===== src/skf_pkg.sv =====
// ----------------------------------------------------------------------------
// skf_pkg
// Shared constants, codes and types of the scalar Kalman filter.
// ----------------------------------------------------------------------------
package skf_pkg;

   localparam int FRAC_BITS = 16;
   localparam int DATA_W    = 32;
   localparam int OUT_W     = 16;
   localparam int GAIN_W    = FRAC_BITS + 1;
   localparam int STEPS     = GAIN_W;
   localparam int CNT_W     = $clog2(STEPS);
   localparam int CSR_IDX_W = 2;
   localparam int DIFF_W    = DATA_W + 1;
   localparam int NEXT_W    = DATA_W + 2;
   localparam int PC_W      = DIFF_W + GAIN_W;
   localparam int PU_W      = DATA_W + GAIN_W;

   localparam logic [GAIN_W-1:0] GAIN_ONE = {1'b1, {FRAC_BITS{1'b0}}};
   localparam logic [CNT_W-1:0]  CNT_LAST = CNT_W'(STEPS - 1);

   localparam logic [DATA_W-1:0] Q_RESET = DATA_W'(655);
   localparam logic [DATA_W-1:0] R_RESET = DATA_W'(65536);
   localparam logic [DATA_W-1:0] P_RESET = DATA_W'(65536);

   typedef enum logic [CSR_IDX_W-1:0] {
      CSR_Q_NOISE   = 2'd0,
      CSR_R_NOISE   = 2'd1,
      CSR_P_INITIAL = 2'd2
   } csr_index_type;

   typedef enum logic {
      REQ_MEASURE = 1'b0,
      REQ_SET     = 1'b1
   } req_kind_type;

   typedef enum logic [7:0] {
      S_IDLE = 8'b0000_0001,
      S_PRED = 8'b0000_0010,
      S_DEN  = 8'b0000_0100,
      S_DIV  = 8'b0000_1000,
      S_GAIN = 8'b0001_0000,
      S_MUL  = 8'b0010_0000,
      S_UPD  = 8'b0100_0000,
      S_OUT  = 8'b1000_0000
   } state_type;

   typedef struct packed {
      logic load;
      logic set_est;
      logic pred;
      logic den;
      logic div_step;
      logic gain_setup;
      logic mul_step;
      logic update;
      logic emit;
   } cmd_type;

   function automatic logic [DATA_W-1:0] sat_add(input logic [DATA_W-1:0] a,
                                                 input logic [DATA_W-1:0] b);
      logic [DATA_W:0] s;
      s = {1'b0, a} + {1'b0, b};
      return s[DATA_W] ? {DATA_W{1'b1}} : s[DATA_W-1:0];
   endfunction

endpackage


===== src/skf_ctrl.sv =====
// ----------------------------------------------------------------------------
// skf_ctrl
// Sequencer of the filter: steps the datapath through prediction, gain
// division, the two shift-add products, the update and the result hand-off.
// ----------------------------------------------------------------------------
module skf_ctrl (
   input  logic             clock,
   input  logic             reset,
   input  logic             req_valid,
   input  logic             req_type,
   output logic             req_stall,
   input  logic             rsp_stall,
   output logic             rsp_valid,
   output skf_pkg::cmd_type cmd
);

   skf_pkg::state_type           state_ff, state_in;
   logic [skf_pkg::CNT_W-1:0]    cnt_ff, cnt_in;
   logic                         rsp_valid_ff, rsp_valid_in;
   logic                         accept;
   logic                         cnt_last;
   logic                         rsp_free;

   assign accept    = req_valid && (state_ff == skf_pkg::S_IDLE);
   assign cnt_last  = (cnt_ff == skf_pkg::CNT_LAST);
   assign rsp_free  = !rsp_valid_ff || !rsp_stall;
   assign req_stall = (state_ff != skf_pkg::S_IDLE);
   assign rsp_valid = rsp_valid_ff;

   always_comb begin
      state_in = state_ff;
      cmd      = '0;
      unique case (state_ff)
         skf_pkg::S_IDLE: begin
            if (accept) begin
               cmd.load = 1'b1;
               if (skf_pkg::req_kind_type'(req_type) == skf_pkg::REQ_SET) begin
                  cmd.set_est = 1'b1;
               end else begin
                  state_in = skf_pkg::S_PRED;
               end
            end
         end
         skf_pkg::S_PRED: begin
            cmd.pred = 1'b1;
            state_in = skf_pkg::S_DEN;
         end
         skf_pkg::S_DEN: begin
            cmd.den  = 1'b1;
            state_in = skf_pkg::S_DIV;
         end
         skf_pkg::S_DIV: begin
            cmd.div_step = 1'b1;
            if (cnt_last) begin
               state_in = skf_pkg::S_GAIN;
            end
         end
         skf_pkg::S_GAIN: begin
            cmd.gain_setup = 1'b1;
            state_in       = skf_pkg::S_MUL;
         end
         skf_pkg::S_MUL: begin
            cmd.mul_step = 1'b1;
            if (cnt_last) begin
               state_in = skf_pkg::S_UPD;
            end
         end
         skf_pkg::S_UPD: begin
            cmd.update = 1'b1;
            state_in   = skf_pkg::S_OUT;
         end
         skf_pkg::S_OUT: begin
            if (rsp_free) begin
               cmd.emit = 1'b1;
               state_in = skf_pkg::S_IDLE;
            end
         end
         default: begin
            state_in = skf_pkg::S_IDLE;
         end
      endcase
   end

   always_comb begin
      cnt_in = '0;
      if ((state_ff == skf_pkg::S_DIV || state_ff == skf_pkg::S_MUL) && !cnt_last) begin
         cnt_in = cnt_ff + 1'b1;
      end
   end

   always_comb begin
      rsp_valid_in = rsp_valid_ff;
      if (cmd.emit) begin
         rsp_valid_in = 1'b1;
      end else if (!rsp_stall) begin
         rsp_valid_in = 1'b0;
      end
   end

   always_ff @(posedge clock) begin
      if (reset) begin
         state_ff     <= skf_pkg::S_IDLE;
         cnt_ff       <= '0;
         rsp_valid_ff <= 1'b0;
      end else begin
         state_ff     <= state_in;
         cnt_ff       <= cnt_in;
         rsp_valid_ff <= rsp_valid_in;
      end
   end

`ifndef SYNTHESIS
   a_emit_after_update: assert property (@(posedge clock) disable iff (reset)
      cmd.update |=> (state_ff == skf_pkg::S_OUT))
      else $error("update not followed by result stage");

   a_cnt_idle: assert property (@(posedge clock) disable iff (reset)
      (state_ff == skf_pkg::S_GAIN || state_ff == skf_pkg::S_UPD) |-> (cnt_ff == '0))
      else $error("step counter not cleared after iteration");

   a_no_result_overwrite: assert property (@(posedge clock) disable iff (reset)
      (rsp_valid_ff && rsp_stall) |=> rsp_valid_ff && !$past(cmd.emit))
      else $error("pending item overwritten");
`endif

endmodule


===== src/skf_datapath.sv =====
// ----------------------------------------------------------------------------
// skf_datapath
// Filter state, noise registers, restoring gain divider and two shift-add
// multipliers sharing one step counter in the sequencer.
// ----------------------------------------------------------------------------
module skf_datapath (
   input  logic                               clock,
   input  logic                               reset,
   input  skf_pkg::cmd_type                   cmd,
   input  logic signed [skf_pkg::DATA_W-1:0]  req_sample_value,
   input  logic                               csr_wr_en,
   input  logic [skf_pkg::CSR_IDX_W-1:0]      csr_index,
   input  logic [skf_pkg::DATA_W-1:0]         csr_wdata,
   output logic signed [skf_pkg::OUT_W-1:0]   rsp_filtered_value
);

   localparam int DW = skf_pkg::DATA_W;
   localparam int GW = skf_pkg::GAIN_W;
   localparam int FB = skf_pkg::FRAC_BITS;
   localparam int OW = skf_pkg::OUT_W;

   logic [DW-1:0]               q_ff, r_ff;
   logic [DW-1:0]               est_ff, est_in;
   logic [DW-1:0]               unc_ff;
   logic [DW-1:0]               sample_ff;
   logic [DW-1:0]               pp_ff;
   logic [DW-1:0]               den_ff;
   logic [skf_pkg::DIFF_W-1:0]  diff_ff;
   logic [skf_pkg::DIFF_W-1:0]  rem_ff, rem_sub;
   logic [GW-1:0]               gain_ff;
   logic [skf_pkg::DIFF_W-1:0]  mag_ff, diff_abs;
   logic [GW-1:0]               mulg_ff, ngain_ff;
   logic [skf_pkg::PC_W-1:0]    accc_ff;
   logic [skf_pkg::PU_W-1:0]    accu_ff;
   logic [OW-1:0]               rsp_ff, rsp_in;
   logic                        den_zero, rem_ge;
   logic [skf_pkg::NEXT_W-1:0]  corr_mag, corr, next_sum;
   logic                        sat_hi, sat_lo;
   logic                        csr_p_wr;
   logic [DW-1:0]               est_abs, ip_mag;

   assign den_zero = (den_ff == '0);
   assign rem_ge   = !den_zero && (rem_ff >= {1'b0, den_ff});
   assign rem_sub  = rem_ge ? (rem_ff - {1'b0, den_ff}) : rem_ff;
   assign diff_abs = diff_ff[skf_pkg::DIFF_W-1] ? (~diff_ff + 1'b1) : diff_ff;
   assign csr_p_wr = csr_wr_en
                     && (skf_pkg::csr_index_type'(csr_index) == skf_pkg::CSR_P_INITIAL);

   // correction and saturated new estimate
   always_comb begin
      corr_mag = accc_ff[skf_pkg::PC_W-1:FB];
      corr     = diff_ff[skf_pkg::DIFF_W-1] ? (~corr_mag + 1'b1) : corr_mag;
      next_sum = {{2{est_ff[DW-1]}}, est_ff} + corr;
      sat_hi   = !next_sum[DW+1] && (next_sum[DW:DW-1] != 2'b00);
      sat_lo   = next_sum[DW+1] && (next_sum[DW:DW-1] != 2'b11);
      if (sat_hi) begin
         est_in = {1'b0, {(DW-1){1'b1}}};
      end else if (sat_lo) begin
         est_in = {1'b1, {(DW-1){1'b0}}};
      end else begin
         est_in = next_sum[DW-1:0];
      end
   end

   // integer part, truncated toward zero and clamped
   always_comb begin
      est_abs = est_ff[DW-1] ? (~est_ff + 1'b1) : est_ff;
      ip_mag  = est_abs >> FB;
      if (!est_ff[DW-1]) begin
         rsp_in = (ip_mag > DW'((2 ** (OW - 1)) - 1)) ? {1'b0, {(OW-1){1'b1}}}
                                                      : ip_mag[OW-1:0];
      end else begin
         rsp_in = (ip_mag > DW'(2 ** (OW - 1))) ? {1'b1, {(OW-1){1'b0}}}
                                                : (~ip_mag[OW-1:0] + 1'b1);
      end
   end

   always_ff @(posedge clock) begin
      if (reset) begin
         q_ff   <= skf_pkg::Q_RESET;
         r_ff   <= skf_pkg::R_RESET;
         est_ff <= '0;
         unc_ff <= skf_pkg::P_RESET;
      end else begin
         if (csr_wr_en) begin
            unique case (skf_pkg::csr_index_type'(csr_index))
               skf_pkg::CSR_Q_NOISE:   q_ff <= csr_wdata;
               skf_pkg::CSR_R_NOISE:   r_ff <= csr_wdata;
               skf_pkg::CSR_P_INITIAL: ;
               default: ;
            endcase
         end
         if (cmd.set_est) begin
            est_ff <= req_sample_value;
         end else if (cmd.update) begin
            est_ff <= est_in;
         end
         if (csr_p_wr) begin
            unc_ff <= csr_wdata;
         end else if (cmd.set_est) begin
            unc_ff <= skf_pkg::sat_add(unc_ff, q_ff);
         end else if (cmd.update) begin
            unc_ff <= accu_ff[FB +: DW];
         end
      end
   end

   always_ff @(posedge clock) begin
      if (cmd.load) begin
         sample_ff <= req_sample_value;
      end
      if (cmd.pred) begin
         pp_ff <= skf_pkg::sat_add(unc_ff, q_ff);
      end
      if (cmd.den) begin
         den_ff  <= skf_pkg::sat_add(pp_ff, r_ff);
         diff_ff <= {sample_ff[DW-1], sample_ff} - {est_ff[DW-1], est_ff};
         rem_ff  <= {1'b0, pp_ff};
         gain_ff <= '0;
      end
      if (cmd.div_step) begin
         rem_ff  <= {rem_sub[DW-1:0], 1'b0};
         gain_ff <= {gain_ff[GW-2:0], rem_ge};
         mag_ff  <= diff_abs;
      end
      if (cmd.gain_setup) begin
         mulg_ff  <= gain_ff;
         ngain_ff <= skf_pkg::GAIN_ONE - gain_ff;
         accc_ff  <= '0;
         accu_ff  <= '0;
      end
      if (cmd.mul_step) begin
         accc_ff  <= {accc_ff[skf_pkg::PC_W-2:0], 1'b0}
                     + (mulg_ff[GW-1] ? skf_pkg::PC_W'(mag_ff) : '0);
         accu_ff  <= {accu_ff[skf_pkg::PU_W-2:0], 1'b0}
                     + (ngain_ff[GW-1] ? skf_pkg::PU_W'(pp_ff) : '0);
         mulg_ff  <= {mulg_ff[GW-2:0], 1'b0};
         ngain_ff <= {ngain_ff[GW-2:0], 1'b0};
      end
      if (cmd.emit) begin
         rsp_ff <= rsp_in;
      end
   end

   assign rsp_filtered_value = rsp_ff;

`ifndef SYNTHESIS
   a_gain_bounded: assert property (@(posedge clock) disable iff (reset)
      cmd.gain_setup |-> (gain_ff <= skf_pkg::GAIN_ONE))
      else $error("gain above one");

   a_zero_den_gain: assert property (@(posedge clock) disable iff (reset)
      (cmd.gain_setup && den_zero) |-> (gain_ff == '0))
      else $error("zero denominator gave non-zero gain");

   a_unc_shrinks: assert property (@(posedge clock) disable iff (reset)
      (cmd.update && !csr_p_wr) |=> (unc_ff <= pp_ff))
      else $error("uncertainty grew on update");
`endif

endmodule


===== src/scalar_kalman_filter.sv =====
// Measurement item: prediction, denominator, the 17-step restoring divider for
// the gain, gain setup, the 17-step shift-add multipliers, the update and the
// result stage; the next item is taken once the result stage has emitted.
// A set-estimate item gives no result and leaves the filter idle.
// Synchronous reset restores the noise registers to their defaults, clears the
// estimate and loads the uncertainty with the p_initial default.
// ----------------------------------------------------------------------------
// scalar_kalman_filter
// One-dimensional Kalman filter on a stream of Q16.16 sensor values.
// ----------------------------------------------------------------------------
module scalar_kalman_filter (
   input  logic                               clock,
   input  logic                               reset,
   input  logic                               req_valid,
   output logic                               req_stall,
   input  logic                               req_type,
   input  logic signed [skf_pkg::DATA_W-1:0]  req_sample_value,
   output logic                               rsp_valid,
   input  logic                               rsp_stall,
   output logic signed [skf_pkg::OUT_W-1:0]   rsp_filtered_value,
   input  logic                               csr_wr_en,
   input  logic [skf_pkg::CSR_IDX_W-1:0]      csr_index,
   input  logic [skf_pkg::DATA_W-1:0]         csr_wdata
);

   skf_pkg::cmd_type cmd;

   skf_ctrl u_ctrl (
      .clock     (clock),
      .reset     (reset),
      .req_valid (req_valid),
      .req_type  (req_type),
      .req_stall (req_stall),
      .rsp_stall (rsp_stall),
      .rsp_valid (rsp_valid),
      .cmd       (cmd)
   );

   skf_datapath u_datapath (
      .clock              (clock),
      .reset              (reset),
      .cmd                (cmd),
      .req_sample_value   (req_sample_value),
      .csr_wr_en          (csr_wr_en),
      .csr_index          (csr_index),
      .csr_wdata          (csr_wdata),
      .rsp_filtered_value (rsp_filtered_value)
   );

endmodule


===== config.mk =====
export PLATFORM = sky130hd
export DESIGN_NAME = scalar_kalman_filter
export DESIGN_NICKNAME = d
export VERILOG_FILES = /design/src/skf_pkg.sv /design/src/skf_ctrl.sv /design/src/skf_datapath.sv /design/src/scalar_kalman_filter.sv
export SDC_FILE = /design/constraint.sdc
export NUM_CORES = 1
export LEC_CHECK = 0
export CORE_ASPECT_RATIO = 1.75
export CORE_MARGIN = 4
export CORE_UTILIZATION = 45
export CTS_BUF_LIST = sky130_fd_sc_hd__clkbuf_4 sky130_fd_sc_hd__clkbuf_8 sky130_fd_sc_hd__clkbuf_16
export DETAILED_ROUTE_END_ITERATION = 16
export DONT_BUFFER_PORTS = 1
export MAX_ROUTING_LAYER = met4
export PLACE_DENSITY = 0.67
export SETUP_SLACK_MARGIN = 0.02
export SLEW_MARGIN = 30
export SYNTH_ARGS = -nofsm -noshare
export SYNTH_HDL_FRONTEND = slang
export SYNTH_SLANG_ARGS = --single-unit

===== constraint.sdc =====
create_clock -name clock -period 7.7 [get_ports clock]
set_input_delay 0.385 -clock clock [delete_from_list [all_inputs] [get_ports clock]]
set_output_delay 0.385 -clock clock [all_outputs]
set_load 0.005 [all_outputs]

Yosys cells after proc, flatten, opt, wreduce, memory -nomap -nowiden
Index checks and enable logic that the tools add are counted.
{"block": "word_totals", "regBits": 502, "output_inout_bits": 18, "wordCells": 135}
{"block": "op_classes", "add_sub_neg": 13, "magnitude_cmp": 3, "eq_ne": 19, "n_mux": 48, "bitwise_logic": 5, "n_reduce_logical": 24}
{"op": "$mux 32", "count": 12}
{"op": "$mux 17", "count": 6}
{"op": "$mux 50", "count": 2}
{"op": "$mux 33", "count": 3}
{"op": "$mux 48", "count": 2}
{"op": "$add 32x32->33", "count": 2}
{"op": "$pmux 8 s8", "count": 1}
{"op": "$add 50x50->50", "count": 1}
{"op": "$add 48x32->48", "count": 1}
{"op": "$mux 16", "count": 3}
{"op": "$mux 8", "count": 5}
{"op": "$add 34x1->34 const B", "count": 1}
{"op": "$add 34x34->34", "count": 1}
{"op": "$mux 34", "count": 1}
{"op": "$not 34->34", "count": 1}
{"op": "$add 33x1->33 const B", "count": 1}
{"op": "$ge 33x32->1", "count": 1}
{"op": "$not 33->33", "count": 1}
{"op": "$sub 32x32->33", "count": 1}
{"op": "$add 32x1->32 const B", "count": 1}
{"op": "$logic_not 32->1", "count": 1}
{"op": "$not 32->32", "count": 1}
{"op": "$sub 32x32->32", "count": 1}
{"op": "$sub 17x17->17 const A", "count": 1}
{"op": "other kinds (31)", "count": 61}

Longest topological paths before layout
{"block": "logic_depth", "word_depth": 10, "ltp_mapped": 23, "ltp_nobuf": 22}

Hierarchy
Synthesis repeated with hierarchy kept, for this count alone.
{"block": "unflattened", "hier_cells": 3610, "hier_area_um2": 33543.4}
{"mod": "skf_datapath", "instances": 1, "cells_per_inst": 3532, "area_each_um2": 32867.8}
{"mod": "skf_ctrl", "instances": 1, "cells_per_inst": 78, "area_each_um2": 675.6}

Least setup slack after synthesis
No wires, ideal clock.
{"block": "synth_path", "kind": "reg-to-reg", "startpoint": "reg u_datapath.accc_ff[22] (netlist name)", "endpoint": "reg u_datapath.est_ff[14]", "setup_ps": 95, "arrival_ps": 5415, "required_ps": 7605, "setup_slack_ps": 2189, "path_stages_with_launch": 22, "n_path_buf": 2, "synth_period_minus_slack_ps": 5511, "path_cell_list": "edfxtp_1 or4_4 or4_1 or3_4 nand2b_4 or4_1 or2_4 o41ai_2 xnor2_1 ha_1 clkbuf_1 nand4_1 nor2_1 o2111ai_1 o211ai_2 a21o_1 a21oi_1 xnor2_2 a31oi_4 nor2_1 buf_4 a221oi_1"}
{"block": "synth_via", "elab_chain_len": 10}
{"item": "start, declared", "line_no": "skf_datapath.sv:33", "source": "logic [skf_pkg::PC_W-1:0] accc_ff;"}
{"item": "start signal, assigned", "line_no": "skf_datapath.sv:133", "source": "accc_ff <= {accc_ff[skf_pkg::PC_W-2:0], 1'b0}"}
{"item": "$not 34->34", "line_no": "skf_datapath.sv:52", "source": "corr = diff_ff[skf_pkg::DIFF_W-1] ? (~corr_mag + 1'b1) : corr_mag;"}
{"item": "$add 34x1->34", "line_no": "skf_datapath.sv:52"}
{"item": "$mux 34 (*)", "line_no": "skf_datapath.sv:52"}
{"item": "$add 34x34->34 (*)", "line_no": "skf_datapath.sv:53", "source": "next_sum = {{2{est_ff[DW-1]}}, est_ff} + corr;"}
{"item": "$ne 2x2->1", "line_no": "skf_datapath.sv:55", "source": "sat_lo = next_sum[DW+1] && (next_sum[DW:DW-1] != 2'b11);"}
{"item": "$logic_and 1x1->1", "line_no": "skf_datapath.sv:55"}
{"item": "$mux 32", "line_no": "skf_datapath.sv:58", "source": "end else if (sat_lo) begin"}
{"item": "$mux 32 (*)", "line_no": "skf_datapath.sv:56", "source": "if (sat_hi) begin"}
{"item": "$mux 32 (*)", "line_no": "skf_datapath.sv:95", "source": "end else if (cmd.update) begin"}
{"item": "$mux 32 (*)", "line_no": "skf_datapath.sv:93", "source": "if (cmd.set_est) begin"}
{"item": "end signal, assigned", "line_no": "skf_datapath.sv:94", "source": "est_ff <= req_sample_value;"}
{"item": "end signal, assigned", "line_no": "skf_datapath.sv:96", "source": "est_ff <= est_in;"}
{"item": "end, declared", "line_no": "skf_datapath.sv:23", "source": "logic [DW-1:0] est_ff, est_in;"}
Every way passes the cells marked *; elsewhere a longest branch is shown, timed or not. The select of a mux whose other input is x is not followed.
A chain may end at the register's enable or synchronous reset.

Final worst setup path
{"block": "layout_path", "startpoint": "reg u_datapath.accc_ff[20] (netlist name)", "endpoint": "reg u_datapath.est_ff[24]"}
The elaborated chain is that of the path after synthesis.

==> key figures <==
Route
  • Wirelength per Cell: 20.9 um
  • Total Wirelength: 95500 um
  • Vias: 26844
  • Antenna Nets Post-Route: 0
  • Initial DRC count: 1787
  • Vias per inst: 5.86
  • # DRC: 0
  • DR pass1 iterations: 5

Yosys
  • Mapped cell area: 0.0331 sq mm
  • Number of synthesized flops with an enable pin: 357
  • Register bit total from synthesis: 501
  • Ys Warns: 0
  • Most numerous cell in the Yosys netlist: nand2_1
  • Post-synth top area cell: edfxtp_1
  • Primary FF master, synth: edfxtp_1
  • Seq/Total Area, Yosys: 41.1%
  • Netlist cell types: 103
  • Average cell area after synthesis: 9.21 sq um
  • Post-Syn Nets: 3903
  • Top cells by area, synth: edfxtp_1 32%, ha_1 8.8%, dfxtp_1 8.7%
  • Ys async rst share: 0%
  • Mapped Cells: 3592
  • Commonest cells post-synth: 500 x nand2_1, 357 x edfxtp_1, 285 x a21oi_1, 234 x nor2_1, 232 x ha_1
  • Area share of the largest cell type after synthesis: 32.4%

Critical path
  • FF-to-FF Start: u_datapath.accc_ff[20]$_SDFFCE_PN0P_
  • R2R cell count: 20
  • Worst EP required: 8220 ps
  • Critical path origin: u_datapath.accc_ff[20]$_SDFFCE_PN0P_
  • Worst-path fanout max: 21
  • Arr. time, crit path: 6760 ps
  • Startpoint Class: flip-flop
  • Critical setup path kind: flip-flop to flip-flop
  • Reg-to-Reg End: u_datapath.est_ff[24]$_SDFFE_PP0P_
  • R2R Setup Slk: 1460 ps
  • Crit end category: flip-flop

CTS
  • Clock Tree Buf Depth: 3
  • CTS root buffer: clkbuf_16
  • TritonCTS Sinks: 501
  • Num CTS Buffers: 51
  • H-Tree Level Count: 2
  • Post-CTS Resized: 0
  • CTS tree: yes
  • Clock-pin slew on the worst setup and hold paths: 70 ps
  • Later-pin clock latency in the skew report: 630 ps

Global route
  • All-Layer GR Usage: 24.5%
  • Vias in the first global route: 26977
  • First-pass GRT wire length: 148000 um
  • Remaining global-route overflow: 0
  • Initial antenna violation count: 6
  • Largest net degree at the start of global routing: 135

Die
  • Chip height: 367 um
  • FP Rows: 131
  • Die X: 213 um
  • Die area: 0.0781 sq mm
  • # IOs: 90
  • Initial Util: 45.4%
  • Core area: 0.0729 sq mm

Timing
  • Final Hold Viols: 0
  • Max frequency: 160 MHz
  • Final setup vio count: 0
  • Worst slew pin tran: 977 ps
  • Clk_skew: 26.4 ps
  • Final period utilization: 81.1%
  • Setup TNS: 0 ps
  • RSZ-0062 raised after global routing: false
  • Period minus WS final: 6240 ps
  • Max Slew Vio Count: 0
  • Slew headroom: 34.6%

Pwr
  • Power per cell area: 222 mW/mm^2
  • Overall Power: 8120 uW
  • Maximum VDD drop: 197 uV
  • P_leak: 0.0135 uW

Layout
  • Synthesis-to-layout area growth: 10.5%
  • # nets final: 3912
  • Layout cells sized above 1: 5.52%
  • Fillcell total: 6723

Worst hold path
  • Worst Hold Class: input pin to flip-flop
  • Hold path cells: 2
  • Min-delay src: req_sample_value[15]
  • Hold EP: u_datapath.est_ff[15]$_SDFFE_PP0P_

Placed design
  • Final Wtd Congestion: 0.961
  • Port Buffers: 0
  • Detail Placement HPWL: 71700 um

Status
  • Outcome: complete, no violations

Flow run
  • Max Cap Viol: 0
## registers in the layout, indices dropped and copies added, names as in the netlist, 33 cells and up
name / count
u_datapath.accc_ff: 50
u_datapath.accu_ff: 48
u_datapath.diff_ff: 33
u_datapath.mag_ff: 33
u_datapath.rem_ff: 33
## stage by stage
step	instance area, sq um	cells	hold WS [ps]	setup WS (ps)	utilization [%]
5_1_grt	36500	4577	43.8	1020	50.1
3_5_place_dp	34000	4411	445	1490	46.6
6_report	36600	4578	39.3	1460	50.1
3_3_place_gp	34000	4411	441	1530	46.6
4_1_cts	36500	4574	2.87	1430	50.1
2_1_floorplan	33100	3592	430	2190	-
## critical path, stage by stage, from the launching register on
cell	delay [ps]
edfxtp_1	490
or4_4	540
or4_1	500
or3_4	380
nand2b_4	170
or4_1	540
or2_4	290
o41ai_2	230
xnor2_1	100
ha_1	420
nand4_1	170
nor2_1	300
o2111ai_1	180
o211ai_2	380
a21o_1	180
a21oi_1	90
xnor2_2	190
a31oi_4	340
nor2_2	50
buf_4	250
a221oi_1	310
## what timing repair did
action | in CTS | in global routing
buffers inserted | 0 | 0
hold buffers | 68 | 0
hold endpoints to repair | 168 | 0
## power breakdown
part	internal [uW]	leakage (uW)	switching [uW]	total (uW)
clock network	1630	0.000914	1120	2750
registers	3120	0.00405	147	3270
logic	838	0.00851	1260	2100
## logic make-up (layout without fill, tap and decap cells)
family | after synthesis | count (layout) | synth area share [%]
multiplexers | 37 | 37 | 1.12
XOR/XNOR | 296 | 296 | 7.86
adder cells (fa/ha/maj) | 239 | 239 | 9.20
AND/OR/NAND/NOR | 1261 | 1261 | 18.4
flip-flops | 501 | 501 | 41.1
other | 0 | 4 | 0
AO/OA/AOI/OAI | 961 | 961 | 18.8
buffers and inverters | 297 | 348 | 3.45
## layer usage
metal	GRT usage, %	share of wire (%)	up-vias
met5	-	0	-
met4	11.0	5.3	0
met3	3.17	4.1	231
met2	45.6	54	632
met1	25.2	37	12922
li1	-	-	13059
## final cells by class
class                   instances  area (sq um)  share of cell area, %
diodes                          4          10.0                 0.0274
clock buffers                  69          1500                   4.09
clock inverters                26           348                  0.952
inverters                     151           567                   1.55
multi-input cells            2794         18400                   50.4
flip-flops and latches        501         13600                   37.2
well taps                     931          1160                   3.19
repair buffers                102           953                   2.61
## cell usage in the layout (no fill, tap or decap), types with 22 or more instances in the layout
master / n
a31oi_1: 33
nor3_1: 54
xor2_1: 89
nand2_1: 497
nand2b_1: 45
nand3_1: 75
nor2_1: 232
a21oi_1: 284
ha_1: 232
or3_1: 28
edfxtp_1: 357
o21bai_1: 28
a211oi_1: 27
nor4_1: 30
o31ai_1: 22
nand4_1: 33
xnor2_1: 206
dlygate4sd3_1: 67
mux2i_1: 36
and2_1: 93
nor2b_1: 35
inv_1: 150
o21a_1: 31
o21ai_0: 230
buf_4: 34
a21o_1: 104
clkbuf_16: 54
and3_1: 32
dfxtp_1: 144
## worst max path at each step
stage,to,slack [ps]
after floorplan,u_datapath.est_ff[14]$_SDFFE_PP0P_,2190
after global placement,u_datapath.est_ff[29]$_SDFFE_PP0P_,1530
after detailed placement,u_datapath.est_ff[23]$_SDFFE_PP0P_,1490
after CTS,u_datapath.est_ff[24]$_SDFFE_PP0P_,1430
after global routing,u_datapath.est_ff[25]$_SDFFE_PP0P_,1020
final,u_datapath.est_ff[24]$_SDFFE_PP0P_,1460
Power figures use the tool's default switching activity.
